<file path="config.mk">
export PLATFORM = sky130hd
export DESIGN_NAME = sync_header_crc16_frame_receiver_core
export DESIGN_NICKNAME = d
export VERILOG_FILES = /design/src/rtl/core/shcfr_pkg.sv /design/src/rtl/core/shcfr_crc_byte.sv /design/src/rtl/core/sync_header_crc16_frame_receiver_core.sv
export VERILOG_INCLUDE_DIRS = /design/src /design/src/rtl/core
export SDC_FILE = /design/constraint.sdc
export NUM_CORES = 1
export LEC_CHECK = 0
export ABC_AREA = 1
export ABC_CLOCK_PERIOD_IN_PS = 14700
export CAP_MARGIN = 10
export CORE_MARGIN = 2
export CORE_UTILIZATION = 41
export DETAILED_ROUTE_END_ITERATION = 16
export DONT_BUFFER_PORTS = 1
export PLACE_DENSITY = 0.58
export SLEW_MARGIN = 20
export SYNTH_ARGS = -nofsm -noshare
export SYNTH_HDL_FRONTEND = slang
export SYNTH_SLANG_ARGS = --single-unit
export TNS_END_PERCENT = 10
</file>
<file path="constraint.sdc">
create_clock -name clk -period 14.7 [get_ports clk]
set_input_delay 2.205 -clock clk [delete_from_list [all_inputs] [get_ports clk]]
set_output_delay 2.205 -clock clk [all_outputs]
set_load 0.02 [all_outputs]
</file>
<file path="src/rtl/core/sync_header_crc16_frame_receiver_core_assert.svh">
// assertion macros shared by the receiver rtl
// each macro expects signals named clk and rst in the using module
`ifndef SYNC_HEADER_CRC16_FRAME_RECEIVER_CORE_ASSERT_SVH
`define SYNC_HEADER_CRC16_FRAME_RECEIVER_CORE_ASSERT_SVH

// condition holds on every clock edge out of reset
`define SHCFR_ASSERT_ALWAYS(lbl, cond, msg) \
  lbl: assert property (@(posedge clk) disable iff (rst) (cond)) else $error(msg);

// condition in one cycle implies another condition in the next cycle
`define SHCFR_ASSERT_NEXT(lbl, pre, post, msg) \
  lbl: assert property (@(posedge clk) disable iff (rst) (pre) |=> (post)) else $error(msg);

`endif

</file>
<file path="src/rtl/core/shcfr_pkg.sv">
package shcfr_pkg;

  localparam logic [7:0] SYNC_A = 8'h1A;
  localparam logic [7:0] SYNC_B = 8'h72;
  localparam logic [7:0] SYNC_C = 8'h73;

  localparam int HDR_BYTES = 7;
  localparam int HDR_IDX_W = 3;
  localparam logic [HDR_IDX_W-1:0] HDR_LAST = HDR_IDX_W'(HDR_BYTES - 1);

  // body length counts the two trailing crc bytes
  localparam logic [15:0] CRC_BYTES = 16'd2;

  localparam int CFG_IDX_W = 3;

  typedef enum logic [CFG_IDX_W-1:0] {
    CFG_POLY      = 3'd0,
    CFG_START     = 3'd1,
    CFG_OUT_XOR   = 3'd2,
    CFG_REFLECTED = 3'd3,
    CFG_MAX_LEN   = 3'd4
  } cfg_idx_t;

  typedef enum logic [2:0] {
    PH_HUNT   = 3'd0,
    PH_SYNC_B = 3'd1,
    PH_SYNC_C = 3'd2,
    PH_HEADER = 3'd3,
    PH_BODY   = 3'd4,
    PH_CRC_HI = 3'd5,
    PH_CRC_LO = 3'd6
  } phase_t;

  typedef enum logic [1:0] {
    KIND_HEADER = 2'd0,
    KIND_DATA   = 2'd1,
    KIND_END    = 2'd2
  } kind_t;

  typedef enum logic [1:0] {
    ST_OK       = 2'd0,
    ST_CRC_BAD  = 2'd1,
    ST_LEN_BAD  = 2'd2
  } status_t;

  typedef struct packed {
    kind_t       kind;
    logic [7:0]  cmd_class;
    logic [7:0]  cmd_sub;
    logic [7:0]  frame_number;
    logic [15:0] extra_code;
    logic [15:0] payload_length;
    logic [7:0]  data_byte;
    status_t     status;
    logic        last;
  } result_t;

  // crc settings seen by the byte update unit
  typedef struct packed {
    logic [15:0] poly;
    logic        reflected;
  } crc_cfg_t;

endpackage

</file>
<file path="src/rtl/core/shcfr_crc_byte.sv">
module shcfr_crc_byte import shcfr_pkg::*; (
  input  crc_cfg_t    cfg,
  input  logic [15:0] crc_in,
  input  logic [7:0]  data,
  output logic [15:0] crc_out
);

  // one byte of crc-16, eight bit steps either msb or lsb first
  always_comb begin
    logic [15:0] c;
    logic [15:0] rpoly;
    for (int i = 0; i < 16; i++) begin
      rpoly[i] = cfg.poly[15-i];
    end
    if (cfg.reflected) begin
      c = crc_in ^ {8'h00, data};
      for (int i = 0; i < 8; i++) begin
        c = c[0] ? ((c >> 1) ^ rpoly) : (c >> 1);
      end
    end else begin
      c = crc_in ^ {data, 8'h00};
      for (int i = 0; i < 8; i++) begin
        c = c[15] ? ((c << 1) ^ cfg.poly) : (c << 1);
      end
    end
    crc_out = c;
  end

endmodule

</file>
<file path="src/rtl/core/sync_header_crc16_frame_receiver_core.sv">
// channel  | dir | handshake          | payload
// s_axis   | in  | s_tvalid/s_tready  | s_tdata: received byte
// m_axis   | out | m_tvalid/m_tready  | m_tdata: frame fields, m_tuser: kind, m_tlast
// cfg      | in  | cfg_valid/cfg_ready| cfg_index, cfg_data
//
// one byte per cycle while s_tready is high; each byte is decoded in the cycle of its
// transfer, and its result is registered in the output register or the skid slot
// the byte-wide crc update is the deepest path from s_tdata to the state regs
// rst is synchronous, clears the phase, counters, crc and both output slots
// a stalled output keeps accepting: the second result goes to a skid slot,
// s_tready drops only while that slot is occupied
// cfg_ready is always high, writes take effect on the next byte
`include "sync_header_crc16_frame_receiver_core_assert.svh"

module sync_header_crc16_frame_receiver_core import shcfr_pkg::*; (
  input  logic                 clk,
  input  logic                 rst,
  input  logic                 s_tvalid,
  output logic                 s_tready,
  input  logic [7:0]           s_tdata,   // [7:0] rx_byte
  output logic                 m_tvalid,
  input  logic                 m_tready,
  // [7:0] cmd_class, [15:8] cmd_sub, [23:16] frame_number, [39:24] extra_code,
  // [55:40] payload_length, [63:56] data_byte, [65:64] status, [71:66] zero
  output logic [71:0]          m_tdata,
  output logic [1:0]           m_tuser,   // [1:0] kind
  output logic                 m_tlast,
  input  logic                 cfg_valid,
  output logic                 cfg_ready,
  input  logic [CFG_IDX_W-1:0] cfg_index,
  input  logic [15:0]          cfg_data
);

  // configuration registers
  logic [15:0] crc_poly;
  logic [15:0] crc_start;
  logic [15:0] crc_out_xor;
  logic        crc_reflected;
  logic [15:0] max_body_length;

  // receive state
  phase_t               phase, phase_next;
  logic [HDR_IDX_W-1:0] header_index, header_index_next;
  logic [15:0]          bytes_left, bytes_left_next;
  logic [15:0]          crc_running, crc_running_next;
  logic [7:0]           crc_high_seen, crc_high_seen_next;
  logic [7:0]           header_store [HDR_BYTES];
  logic                 store_we;

  // output register and skid slot
  logic    out_valid, skid_valid;
  result_t out_res, skid_res, res;
  logic    res_valid;

  logic        in_xfer, out_xfer;
  logic        restart;
  logic [15:0] crc_seed, crc_calc;
  logic [15:0] len_store, len_new, left_dec;
  crc_cfg_t    crc_cfg;

  assign cfg_ready = 1'b1;
  assign s_tready  = !skid_valid;
  assign in_xfer   = s_tvalid && s_tready;
  assign out_xfer  = m_tvalid && m_tready;

  always_ff @(posedge clk) begin
    if (rst) begin
      crc_poly        <= 16'h1021;
      crc_start       <= 16'hFFFF;
      crc_out_xor     <= 16'h0000;
      crc_reflected   <= 1'b0;
      max_body_length <= 16'hFFFF;
    end else if (cfg_valid && cfg_ready) begin
      case (cfg_index)
        CFG_POLY:      crc_poly        <= cfg_data;
        CFG_START:     crc_start       <= cfg_data;
        CFG_OUT_XOR:   crc_out_xor     <= cfg_data;
        CFG_REFLECTED: crc_reflected   <= cfg_data[0];
        CFG_MAX_LEN:   max_body_length <= cfg_data;
        default: ;
      endcase
    end
  end

  // a byte that breaks the sync sequence is retried as a first sync byte,
  // so the crc is seeded fresh whenever the hunt starts over
  assign restart = (phase == PH_HUNT) ||
                   (phase == PH_SYNC_B && s_tdata != SYNC_B) ||
                   (phase == PH_SYNC_C && s_tdata != SYNC_C);
  assign crc_seed  = restart ? crc_start : crc_running;
  assign crc_cfg   = '{poly: crc_poly, reflected: crc_reflected};
  assign len_store = {header_store[5], header_store[6]};
  assign len_new   = {header_store[5], s_tdata};
  assign left_dec  = (bytes_left != 16'd0) ? bytes_left - 16'd1 : 16'd0;

  shcfr_crc_byte u_crc (
    .cfg     (crc_cfg),
    .crc_in  (crc_seed),
    .data    (s_tdata),
    .crc_out (crc_calc)
  );

  always_ff @(posedge clk) begin
    if (rst) begin
      phase         <= PH_HUNT;
      header_index  <= '0;
      bytes_left    <= 16'd0;
      crc_running   <= 16'd0;
      crc_high_seen <= 8'd0;
    end else begin
      phase         <= phase_next;
      header_index  <= header_index_next;
      bytes_left    <= bytes_left_next;
      crc_running   <= crc_running_next;
      crc_high_seen <= crc_high_seen_next;
    end
  end

  always_ff @(posedge clk) begin
    if (store_we) begin
      header_store[header_index] <= s_tdata;
    end
  end

  // next state and the result of the byte in transfer
  always_comb begin
    phase_next         = phase;
    header_index_next  = header_index;
    bytes_left_next    = bytes_left;
    crc_running_next   = crc_running;
    crc_high_seen_next = crc_high_seen;
    store_we           = 1'b0;
    res_valid          = 1'b0;
    res.kind           = KIND_HEADER;
    res.cmd_class      = header_store[0];
    res.cmd_sub        = header_store[1];
    res.frame_number   = header_store[2];
    res.extra_code     = {header_store[3], header_store[4]};
    res.payload_length = len_store - CRC_BYTES;
    res.data_byte      = 8'd0;
    res.status         = ST_OK;
    res.last           = 1'b0;
    if (in_xfer) begin
      case (phase)
        PH_HUNT, PH_SYNC_B, PH_SYNC_C: begin
          if (restart) begin
            if (s_tdata == SYNC_A) begin
              crc_running_next = crc_calc;
              phase_next       = PH_SYNC_B;
            end else begin
              phase_next = PH_HUNT;
            end
          end else begin
            crc_running_next = crc_calc;
            if (phase == PH_SYNC_C) begin
              phase_next        = PH_HEADER;
              header_index_next = '0;
            end else begin
              phase_next = PH_SYNC_C;
            end
          end
        end
        PH_HEADER: begin
          crc_running_next = crc_calc;
          store_we         = 1'b1;
          if (header_index == HDR_LAST) begin
            header_index_next = '0;
            res_valid         = 1'b1;
            if (len_new < CRC_BYTES || len_new > max_body_length) begin
              // bad length closes the frame right away
              phase_next         = PH_HUNT;
              res.kind           = KIND_END;
              res.payload_length = 16'd0;
              res.status         = ST_LEN_BAD;
              res.last           = 1'b1;
            end else begin
              bytes_left_next    = len_new - CRC_BYTES;
              phase_next         = (len_new == CRC_BYTES) ? PH_CRC_HI : PH_BODY;
              res.payload_length = len_new - CRC_BYTES;
            end
          end else begin
            header_index_next = header_index + HDR_IDX_W'(1);
          end
        end
        PH_BODY: begin
          crc_running_next = crc_calc;
          bytes_left_next  = left_dec;
          if (left_dec == 16'd0) begin
            phase_next = PH_CRC_HI;
          end
          res_valid     = 1'b1;
          res.kind      = KIND_DATA;
          res.data_byte = s_tdata;
        end
        PH_CRC_HI: begin
          crc_high_seen_next = s_tdata;
          phase_next         = PH_CRC_LO;
        end
        PH_CRC_LO: begin
          phase_next = PH_HUNT;
          res_valid  = 1'b1;
          res.kind   = KIND_END;
          res.last   = 1'b1;
          res.status = ({crc_high_seen, s_tdata} == (crc_running ^ crc_out_xor)) ?
                       ST_OK : ST_CRC_BAD;
        end
        default: begin
          phase_next = PH_HUNT;
        end
      endcase
    end
  end

  // output register with skid slot behind it
  always_ff @(posedge clk) begin
    if (rst) begin
      out_valid  <= 1'b0;
      skid_valid <= 1'b0;
    end else if (skid_valid) begin
      if (out_xfer) begin
        out_valid  <= 1'b1;
        skid_valid <= 1'b0;
      end
    end else if (res_valid) begin
      if (!out_valid || out_xfer) begin
        out_valid <= 1'b1;
      end else begin
        skid_valid <= 1'b1;
      end
    end else if (out_xfer) begin
      out_valid <= 1'b0;
    end
  end

  always_ff @(posedge clk) begin
    if (skid_valid) begin
      if (out_xfer) begin
        out_res <= skid_res;
      end
    end else if (res_valid) begin
      if (!out_valid || out_xfer) begin
        out_res <= res;
      end else begin
        skid_res <= res;
      end
    end
  end

  assign m_tvalid = out_valid;
  assign m_tuser  = out_res.kind;
  assign m_tlast  = out_res.last;
  assign m_tdata  = {6'b000000, out_res.status, out_res.data_byte, out_res.payload_length,
                     out_res.extra_code, out_res.frame_number, out_res.cmd_sub,
                     out_res.cmd_class};

  `SHCFR_ASSERT_ALWAYS(a_skid_behind_out, !skid_valid || out_valid,
    "skid slot holds a result while the output register is empty")
  `SHCFR_ASSERT_NEXT(a_skid_drains, skid_valid && out_xfer, out_valid && !skid_valid,
    "skid slot did not move into the output register")
  `SHCFR_ASSERT_ALWAYS(a_header_index_range, header_index <= HDR_LAST,
    "header index ran past the header")
  `SHCFR_ASSERT_ALWAYS(a_body_has_bytes, phase != PH_BODY || bytes_left != 16'd0,
    "payload phase with no bytes left")

endmodule
</file>
Word level (Yosys, flattened, before mapping)
Memories as Yosys holds them, arrays and structs flattened.
Cells that the tools add are included.
{ "totals": {"regBits": 251, "ram_bits": 56, "inputBits": 32, "output_inout_bits": 78, "wordCells": 188, "n_memories": 1} }
{ "memory_table": {"columns": ["name", "words", "word_bits", "rd", "rd_clocked_by_memory_dff", "write_ports", "line_no", "source"], "rows": [
  ["header_store", 7, 8, 7, 0, 1, "sync_header_crc16_frame_receiver_core.sv:47", "logic [7:0] header_store [HDR_BYTES];"]
]} }
{ "classes": {"addsub": 4, "order_cmp": 2, "n_eq_ne": 24, "muxes": 70, "bitwise": 21, "n_reduce_logical": 36} }
{ "ops": {"columns": ["cell", "count"], "rows": [
  ["$mux W16", 26],
  ["$mux W69", 4],
  ["$xor A16 B16 Y16", 10],
  ["$xor A15 B16 Y16", 8],
  ["$pmux W16 S2", 2],
  ["$sub A16 B2 Y16 const B", 2],
  ["$mux W27", 1],
  ["$mux W3", 9],
  ["$mux W1", 19],
  ["$eq A16 B16 Y1", 1],
  ["$eq A16 B2 Y1 const B", 1],
  ["$gt A16 B16 Y1", 1],
  ["$logic_not A16 Y1", 1],
  ["$lt A16 B2 Y1 const B", 1],
  ["$ne A8 B7 Y1 const B", 2],
  ["$reduce_bool A16 Y1", 1],
  ["$sub A16 B1 Y16 const B", 1],
  ["$xor A16 B8 Y16", 1],
  ["$eq A3 B3 Y1 const B", 5],
  ["$reduce_and A3 Y1", 5],
  ["$eq A3 B2 Y1 const B", 4],
  ["$pmux W3 S2", 2],
  ["$pmux W3 S4", 1],
  ["$reduce_and A2 Y1", 6],
  ["20 further kinds", 43]
]} }

Logic depth before layout (Yosys ltp)
Gate-level depths: netlist of the first run.
{ "logic_depth": {"word_depth": 26, "depth_mapped": 43, "mapped_depth_nobuf": 37} }

Cells and area by module
A second synthesis of the first run with hierarchy kept.
{ "hier_totals": {"hier_cells": 2600, "area_unflattened_um2": 19326.0} }
{ "by_module_without_submodules": {"columns": ["module", "n_inst", "cells_each", "area_per_inst_um2", "seq_area_each_um2"], "rows": [
  ["sync_header_crc16_frame_receiver_core", 1, 1440, 13459.2, 8087.8],
  ["shcfr_crc_byte", 1, 1160, 5866.9, 0.0]
]} }

Worst setup path after synthesis of the first run
OpenSTA, ideal clock, no wires.
{ "synth_timing": {"kind": "input to register", "start": "in s_tvalid", "end": "reg skid_res[0] (netlist name), enable pin", "setup_ns": 0.583, "arrival_time_ns": 7.282, "required_time_ns": 14.117, "slack_ns": 6.835, "stages": 4, "n_path_buf": 0, "cell_sequence": "nand2_1 inv_1 o21ai_0 nor3_1"} }
{ "synth_via": {"elab_chain_len": 3} }
{ "synth_rtl": {"columns": ["item", "line_no", "source"], "rows": [
  ["start, declared", "sync_header_crc16_frame_receiver_core.sv:18", "input logic s_tvalid,"],
  ["$logic_and A1 B1 Y1", "sync_header_crc16_frame_receiver_core.sv:63", "assign in_xfer = s_tvalid && s_tready;"],
  ["$mux W1", "sync_header_crc16_frame_receiver_core.sv:143", "if (in_xfer) begin"],
  ["$reduce_and A3 Y1 (no line)", null, null],
  ["end signal, assigned", "sync_header_crc16_frame_receiver_core.sv:244", "skid_res <= res;"],
  ["end, declared", "sync_header_crc16_frame_receiver_core.sv:52", "result_t out_res, skid_res, res;"]
]} }
No other way between the ends.
A chain may end at the register's enable or synchronous reset.

Worst setup path after layout of the first run
{ "layout_timing": {"start": "in s_tdata[3]", "end": "reg crc_running[4]"} }
{ "layout_via": {"elab_chain_len": 26, "elab_cells_between_ends": 48, "classes_between": "eq/ne (4); mux (21); bitwise (18); reduce/logical (5)"} }
{ "layout_rtl": {"columns": ["item", "line_no", "source"], "rows": [
  ["start, declared", "sync_header_crc16_frame_receiver_core.sv:20", "input logic [7:0] s_tdata,"],
  ["$ne A8 B7 Y1", "sync_header_crc16_frame_receiver_core.sv:88", "(phase == PH_SYNC_B && s_tdata != SYNC_B) ||"],
  ["$logic_and A1 B1 Y1", "sync_header_crc16_frame_receiver_core.sv:88", null],
  ["$logic_or A1 B1 Y1", "sync_header_crc16_frame_receiver_core.sv:87", "assign restart = (phase == PH_HUNT) ||"],
  ["$logic_or A1 B1 Y1", "sync_header_crc16_frame_receiver_core.sv:88", null],
  ["$mux W16", "sync_header_crc16_frame_receiver_core.sv:90", "assign crc_seed = restart ? crc_start : crc_running;"],
  ["$xor A16 B8 Y16", "shcfr_crc_byte.sv:16", "c = crc_in ^ {8'h00, data};"],
  ["$xor A15 B16 Y16", "shcfr_crc_byte.sv:18", "c = c[0] ? ((c >> 1) ^ rpoly) : (c >> 1);"],
  ["$mux W16", "shcfr_crc_byte.sv:18", null],
  ["(+10 left out)", null, null],
  ["$xor A15 B16 Y16", "shcfr_crc_byte.sv:18", null],
  ["$mux W16", "shcfr_crc_byte.sv:18", null],
  ["$xor A15 B16 Y16", "shcfr_crc_byte.sv:18", null],
  ["$mux W16", "shcfr_crc_byte.sv:18", null],
  ["$mux W16", "shcfr_crc_byte.sv:15", "if (cfg.reflected) begin"],
  ["$mux W16", "sync_header_crc16_frame_receiver_core.sv:147", "if (s_tdata == SYNC_A) begin"],
  ["$mux W16", "sync_header_crc16_frame_receiver_core.sv:146", "if (restart) begin"],
  ["$pmux W16 S2", "sync_header_crc16_frame_receiver_core.sv:144", "case (phase)"],
  ["end signal, assigned", "sync_header_crc16_frame_receiver_core.sv:114", "crc_running <= crc_running_next;"],
  ["end, declared", "sync_header_crc16_frame_receiver_core.sv:45", "logic [15:0] crc_running, crc_running_next;"]
]} }
Parallel ways exist; a longest one is shown, timed or not. The select of a mux whose other input is x is not followed.

==> impl_metrics.tcl, run 1 <==
set metrics [dict create \
    ctsHoldBuffers 0 \
    end_kind "register" \
    nFillCells 4566 \
    finalNonFillerCells 3044 \
    nets 2470 \
    hp-class "reg2reg" \
    synth_cells 2497 \
    power.density_nw_per_um2 126 \
    drive_above_1_share 0.0638 \
    num_vias 16300 \
    crit_arrival_ps 7650 \
    setup_tns_ps 0 \
    final_common_cell "nand2_1" \
    grt_pass1_vias 15100 \
    drv_slew 0 \
    drt_pre_antenna_iters 7 \
    utilization 0.441 \
    rsz0062_at_grt "false" \
    drc 0 \
    htree_levels 1 \
    path_class "in2reg" \
    antenna_found_initial 2 \
    async_flop_share 0 \
    p_leak_nw 8.48 \
    grt_max_degree 95 \
    drt-wirelength-per-cell_um 19.8 \
    clock.fmax_ghz 0.139 \
    clockRootBuffer "clkbuf_16" \
    avgSynthCellArea_um2 7.53 \
    placed_area_um2 19000 \
    dieArea_um2 47600 \
    hold_viol_final 0 \
    yosysWarnings 0 \
    pre_cts_slack_ps 7010 \
    synth_cell_types 55 \
    cts_buffers 31 \
    final_cell_area_um2 20000 \
    synth_area_um2 18800 \
    num_rows 78 \
    cp-start-kind "primary input" \
    fp.dieH_um 218 \
    power_mw 2.51 \
    io_buffers 0 \
    clk_latency_ps 580 \
    synth_largest_area_cell "edfxtp_1" \
    setup_viol 0 \
    grt_use_total 0.250 \
    n_antenna_cell 0 \
    place.gp.congestion 0.947 \
    critPathRequiredTime_ps 15170 \
    slew_headroom 0.190 \
    cts_tree "yes" \
    hold_ws_ps 442 \
    clock-sinks 307 \
    ant_nets 0 \
    start_util 0.415 \
    cpPeakStageDelay_ps 470 \
    synth_seq_cells 307 \
    postCtsSetupBuffers 0 \
    ios 110 \
    drtIter0Drc 1499 \
    synth_edf_count 194 \
    fin_skew_ps 16.3 \
    dp.cells 2986 \
    layout_common_cells "nand2_1, nand3_1, inv_1, nor2_1, edfxtp_1" \
    maxCapViolations 0 \
    wirelength_um 60200 \
    status "completed" \
    dp_hpwl_um 42800 \
    dieWidth_um 218 \
    synth_area_leaders "edfxtp_1, nand2_1, dfxtp_1, nand3_1, inv_1" \
    cpMostUsedCell "nand2_2" \
    fin_crit_ps 7180 \
    clk_pin_slew_ps 60 \
    syn2layout_area_growth_pct 6.17 \
    clk_path_buf_depth 3 \
    grt_overflow 0 \
    grt_pass1_wl_um 90600 \
    vdd_ir_drop_max_mv 0.0990 \
    yosysSeqAreaShare 0.430 \
    yosys_most_used_dff "edfxtp_1" \
    fin_crit_sh 0.489 \
    core_region_area_um2 45300 \
    fin_ws_ps 7520 \
    cts_resized 0 \
    critPathSlowestCell "nand2_1" \
    worst_slew_pin_slew_ps 1210 \
    cp_max_fo 38 \
    avgViaCountPerCell 5.36 \
    yosysTopAreaCellShare 0.310 \
]
per-layer routing:
layer / wire, µm / GRT usage / part of all wire / up-vias
met4: 2560 / 0.109 / 0.043 / 0
met5: 0 / 0 / 0 / -
met3: 4170 / 0.0299 / 0.069 / 132
met2: 28100 / 0.419 / 0.47 / 626
met1: 25400 / 0.325 / 0.42 / 7639
li1: - / - / - / 7925
synthesized netlist by cell type, drive strengths merged (5+ instances only):
library cell and count:
xnor2 89, o211ai 34, xor2 76, nor3 20, nand3 277, a211oi 10, nand3b 5, nor2 211
clkbuf 72, edfxtp 194, o21ai 112, nand2 833, buf 67, nand4 25, inv 233, ha 19
dfxtp 113, a21oi 61, a31oi 7, nor4 9
worst paths after layout:
check,slack [ps],depth (start not counted),startpoint,endpoint
max,7520,34,s_tdata[3],crc_running[4]
min reg2reg,440,0,header_store[4][3],skid_res[30]
max reg2reg,8670,28,phase[1],crc_running[0]
min,440,0,header_store[4][3],skid_res[30]
registers in the layout (all words and copies together) (netlist names):
name,flops
skid_res,69
crc_reflected,1
crc_running,16
crc_start,16
m_tlast,1
header_index,3
bytes_left,16
crc_out_xor,16
m_tuser,2
header_store,56
max_body_length,16
crc_high_seen,8
m_tdata,66
crc_poly,16
m_tvalid,1
phase,3
skid_valid,1
final cells by class:
cell class	count	area, µm²	share of cell area
multi-input cells	1819	9130	0.457
flip-flops and latches	307	8090	0.405
inverters	237	900	0.0451
clock buffers	44	835	0.0418
well taps	600	751	0.0376
repair buffers	23	173	0.00865
clock inverters	14	81.3	0.00408
logic make-up after synthesis:
family | after synthesis | share of synthesized area
AO/OA/AOI/OAI | 241 | 0.0738
flip-flops | 307 | 0.430
XOR/XNOR | 165 | 0.0787
other | 2 | 0.000400
AND/OR/NAND/NOR | 1387 | 0.317
adder cells (fa/ha/maj) | 19 | 0.0126
buffers and inverters | 376 | 0.0870
power by group:
group | leakage (nW) | total [mW] | switching [mW] | internal (mW)
Combinational | 5.35 | 0.815 | 0.566 | 0.249
Sequential | 2.69 | 0.968 | 0.0331 | 0.935
Clock | 0.437 | 0.730 | 0.335 | 0.395
Total | 8.48 | 2.51 | 0.934 | 1.58
worst max-delay path, delay by kind of cell:
family	cells	cell delay [ps]
AND/OR/NAND/NOR	31	5180
buffers and inverters	3	240
No activity file was read; power rests on OpenSTA's default activity.
==> run 2: changes to the inputs <==
ABC_CLOCK_PERIOD_IN_PS = 7100   (was 14700)
clock period = 7.1 ns   (was 14.7 ns; I/O delays follow)
==> run 2 against run 1 <==
Routed wire length up 1.4%. Final area up 0.81%. Hold slack better by 4.6 ps. Via count up 0.44%. Total power up 120%. Critical endpoint is now crc_running[3].
==> impl_metrics.tcl, run 2 (same netlist as run 1, synthesis figures left out) <==
set metrics [dict create \
    top_register "skid_res" \
    wirelength_um 61100 \
    num_vias 16400 \
    ant_nets 0 \
    cp_max_fo 38 \
    grt_pass1_vias 15200 \
    critPathLaunch "phase[1]" \
    syn2layout_area_growth_pct 7.03 \
    drtIter0Drc 1349 \
    r2r_slack_ps 1120 \
    rsz0062_at_grt "false" \
    n_antenna_cell 0 \
    p_sw_frac 0.362 \
    clk_latency_ps 590 \
    critPathRequiredTime_ps 7580 \
    start_util 0.415 \
    vdd_ir_drop_max_mv 0.174 \
    fin_skew_ps 13.5 \
    drt-wirelength-per-cell_um 20.1 \
    drt_pre_antenna_iters 6 \
    cp-start-kind "register" \
    pwr-share-comb 0.308 \
    clockRootBuffer "clkbuf_16" \
    cpPeakStageDelay_ps 520 \
    clk_path_buf_depth 3 \
    dp_hpwl_um 43000 \
    postCtsSetupBuffers 0 \
    power_mw 5.41 \
    clock.fmax_ghz 0.167 \
    io_buffers 0 \
    finalNonFillerCells 3044 \
    fin_crit_sh 0.842 \
    cpMostUsedCell "nand2_2" \
    grt_max_degree 90 \
    p_clk_frac 0.320 \
    hold_viol_final 0 \
    maxCapViolations 0 \
    nets 2470 \
    clock-sinks 307 \
    largest_reg_flops 69 \
    worstRegToRegCells 31 \
    crit_arrival_ps 6460 \
    ctsHoldBuffers 0 \
    dieWidth_um 218 \
    grt_overflow 0 \
    critical_path.top_delay_family "simple AND/OR/NAND/NOR gates" \
    p_leak_nw 8.56 \
    antenna_found_initial 0 \
    drc 0 \
    internal_power_mw 3.45 \
    place.gp.congestion 0.941 \
    setup_viol 0 \
    layout_common_cells "nand2_1, nand3_1, inv_1, nor2_1, edfxtp_1" \
    avgViaCountPerCell 5.39 \
    num_rows 78 \
    hp-class "reg2reg" \
    worst_slew_pin_slew_ps 1130 \
    p_sw_mw 1.95 \
    final_common_cell "nand2_1" \
    fp.dieH_um 218 \
    clk_pin_slew_ps 70 \
    setup_tns_ps 0 \
    cp.depth 31 \
    p_seq_frac 0.372 \
    dp.cells 2986 \
    slew_headroom 0.249 \
    critPathSlowestCell "dfxtp_1" \
    critPathCapture "crc_running[3]" \
    dieArea_um2 47600 \
    power.density_nw_per_um2 269 \
    ios 110 \
    end_kind "register" \
    drv_slew 0 \
    cp_num_buf_inv 1 \
    grt_use_total 0.255 \
    cts_resized 0 \
    utilization 0.444 \
    reg2reg_from "phase[1]" \
    drive_above_1_share 0.0679 \
    fin_crit_ps 5980 \
    core_region_area_um2 45300 \
    status "completed" \
    grt_pass1_wl_um 92700 \
    cts_tree "yes" \
    r2r-end "crc_running[3]" \
    cts_buffers 31 \
    htree_levels 1 \
    path_class "reg2reg" \
]
[run 2: cell types whose count changed in the layout (fill, tap and decap cells not counted), sizes merged]
cell / previous run / this run
inv: 234 / 235
clkbuf: 44 / 40
bufinv: 0 / 4
clkinv: 13 / 12
[run 2: final cells by class]
| type | instances | area (µm²) |
|---|---|---|
| fillers | 4576 | 25200 |
| multi-input cells | 1819 | 9130 |
| clock buffers | 40 | 850 |
| repair buffers | 23 | 173 |
| well taps | 600 | 751 |
| inverters | 237 | 901 |
| clock inverters | 18 | 225 |
| flip-flops and latches | 307 | 8090 |
[run 2: worst register-to-register path: cells and delay by family (launching register included)]
family | cells | cell delay (ps)
buffers and inverters | 1 | 90
flip-flops | 1 | 520
AND/OR/NAND/NOR | 30 | 5280
[run 2: worst min path at each step]
stage / from / to / cells past startpoint
after floorplan: header_store[4][0] / skid_res[27] / 0
after global placement: header_store[2][2] / skid_res[45] / 0
after detailed placement: header_store[4][2] / skid_res[29] / 0
after CTS: header_store[0][4] / skid_res[63] / 0
after global routing: header_store[1][4] / skid_res[55] / 0
final: header_store[1][3] / skid_res[54] / 0
[run 2: metrics by stage]
stage / instance area, µm² / worst slack, ps / hold WS, ps
6_report: 20100 / 1120 / 447
5_1_grt: 20100 / 527 / 456
4_1_cts: 20100 / 1270 / 439
3_5_place_dp: 19000 / 671 / 433
3_3_place_gp: 19000 / 810 / 433
2_1_floorplan: 18800 / 375 / 427
[run 2: routing by layer]
metal / routed length (µm) / vias to the layer above / GRT usage / part of all wire
li1: - / 7935 / - / -
met3: 4090 / 114 / 0.0317 / 0.067
met5: 0 / - / 0 / 0
met1: 25900 / 7748 / 0.330 / 0.42
met4: 2420 / 0 / 0.0948 / 0.040
met2: 28700 / 597 / 0.436 / 0.47
[run 2: power by group through the flow]
stage          clock [mW]  combinational, mW  sequential (mW)
2_1_floorplan           0               1.35             2.02
3_3_place_gp            0               1.62             2.05
3_5_place_dp            0               1.64             2.05
4_1_cts              1.76               1.65             2.01
5_1_grt              1.82               1.87             2.01
6_report             1.73               1.67             2.01
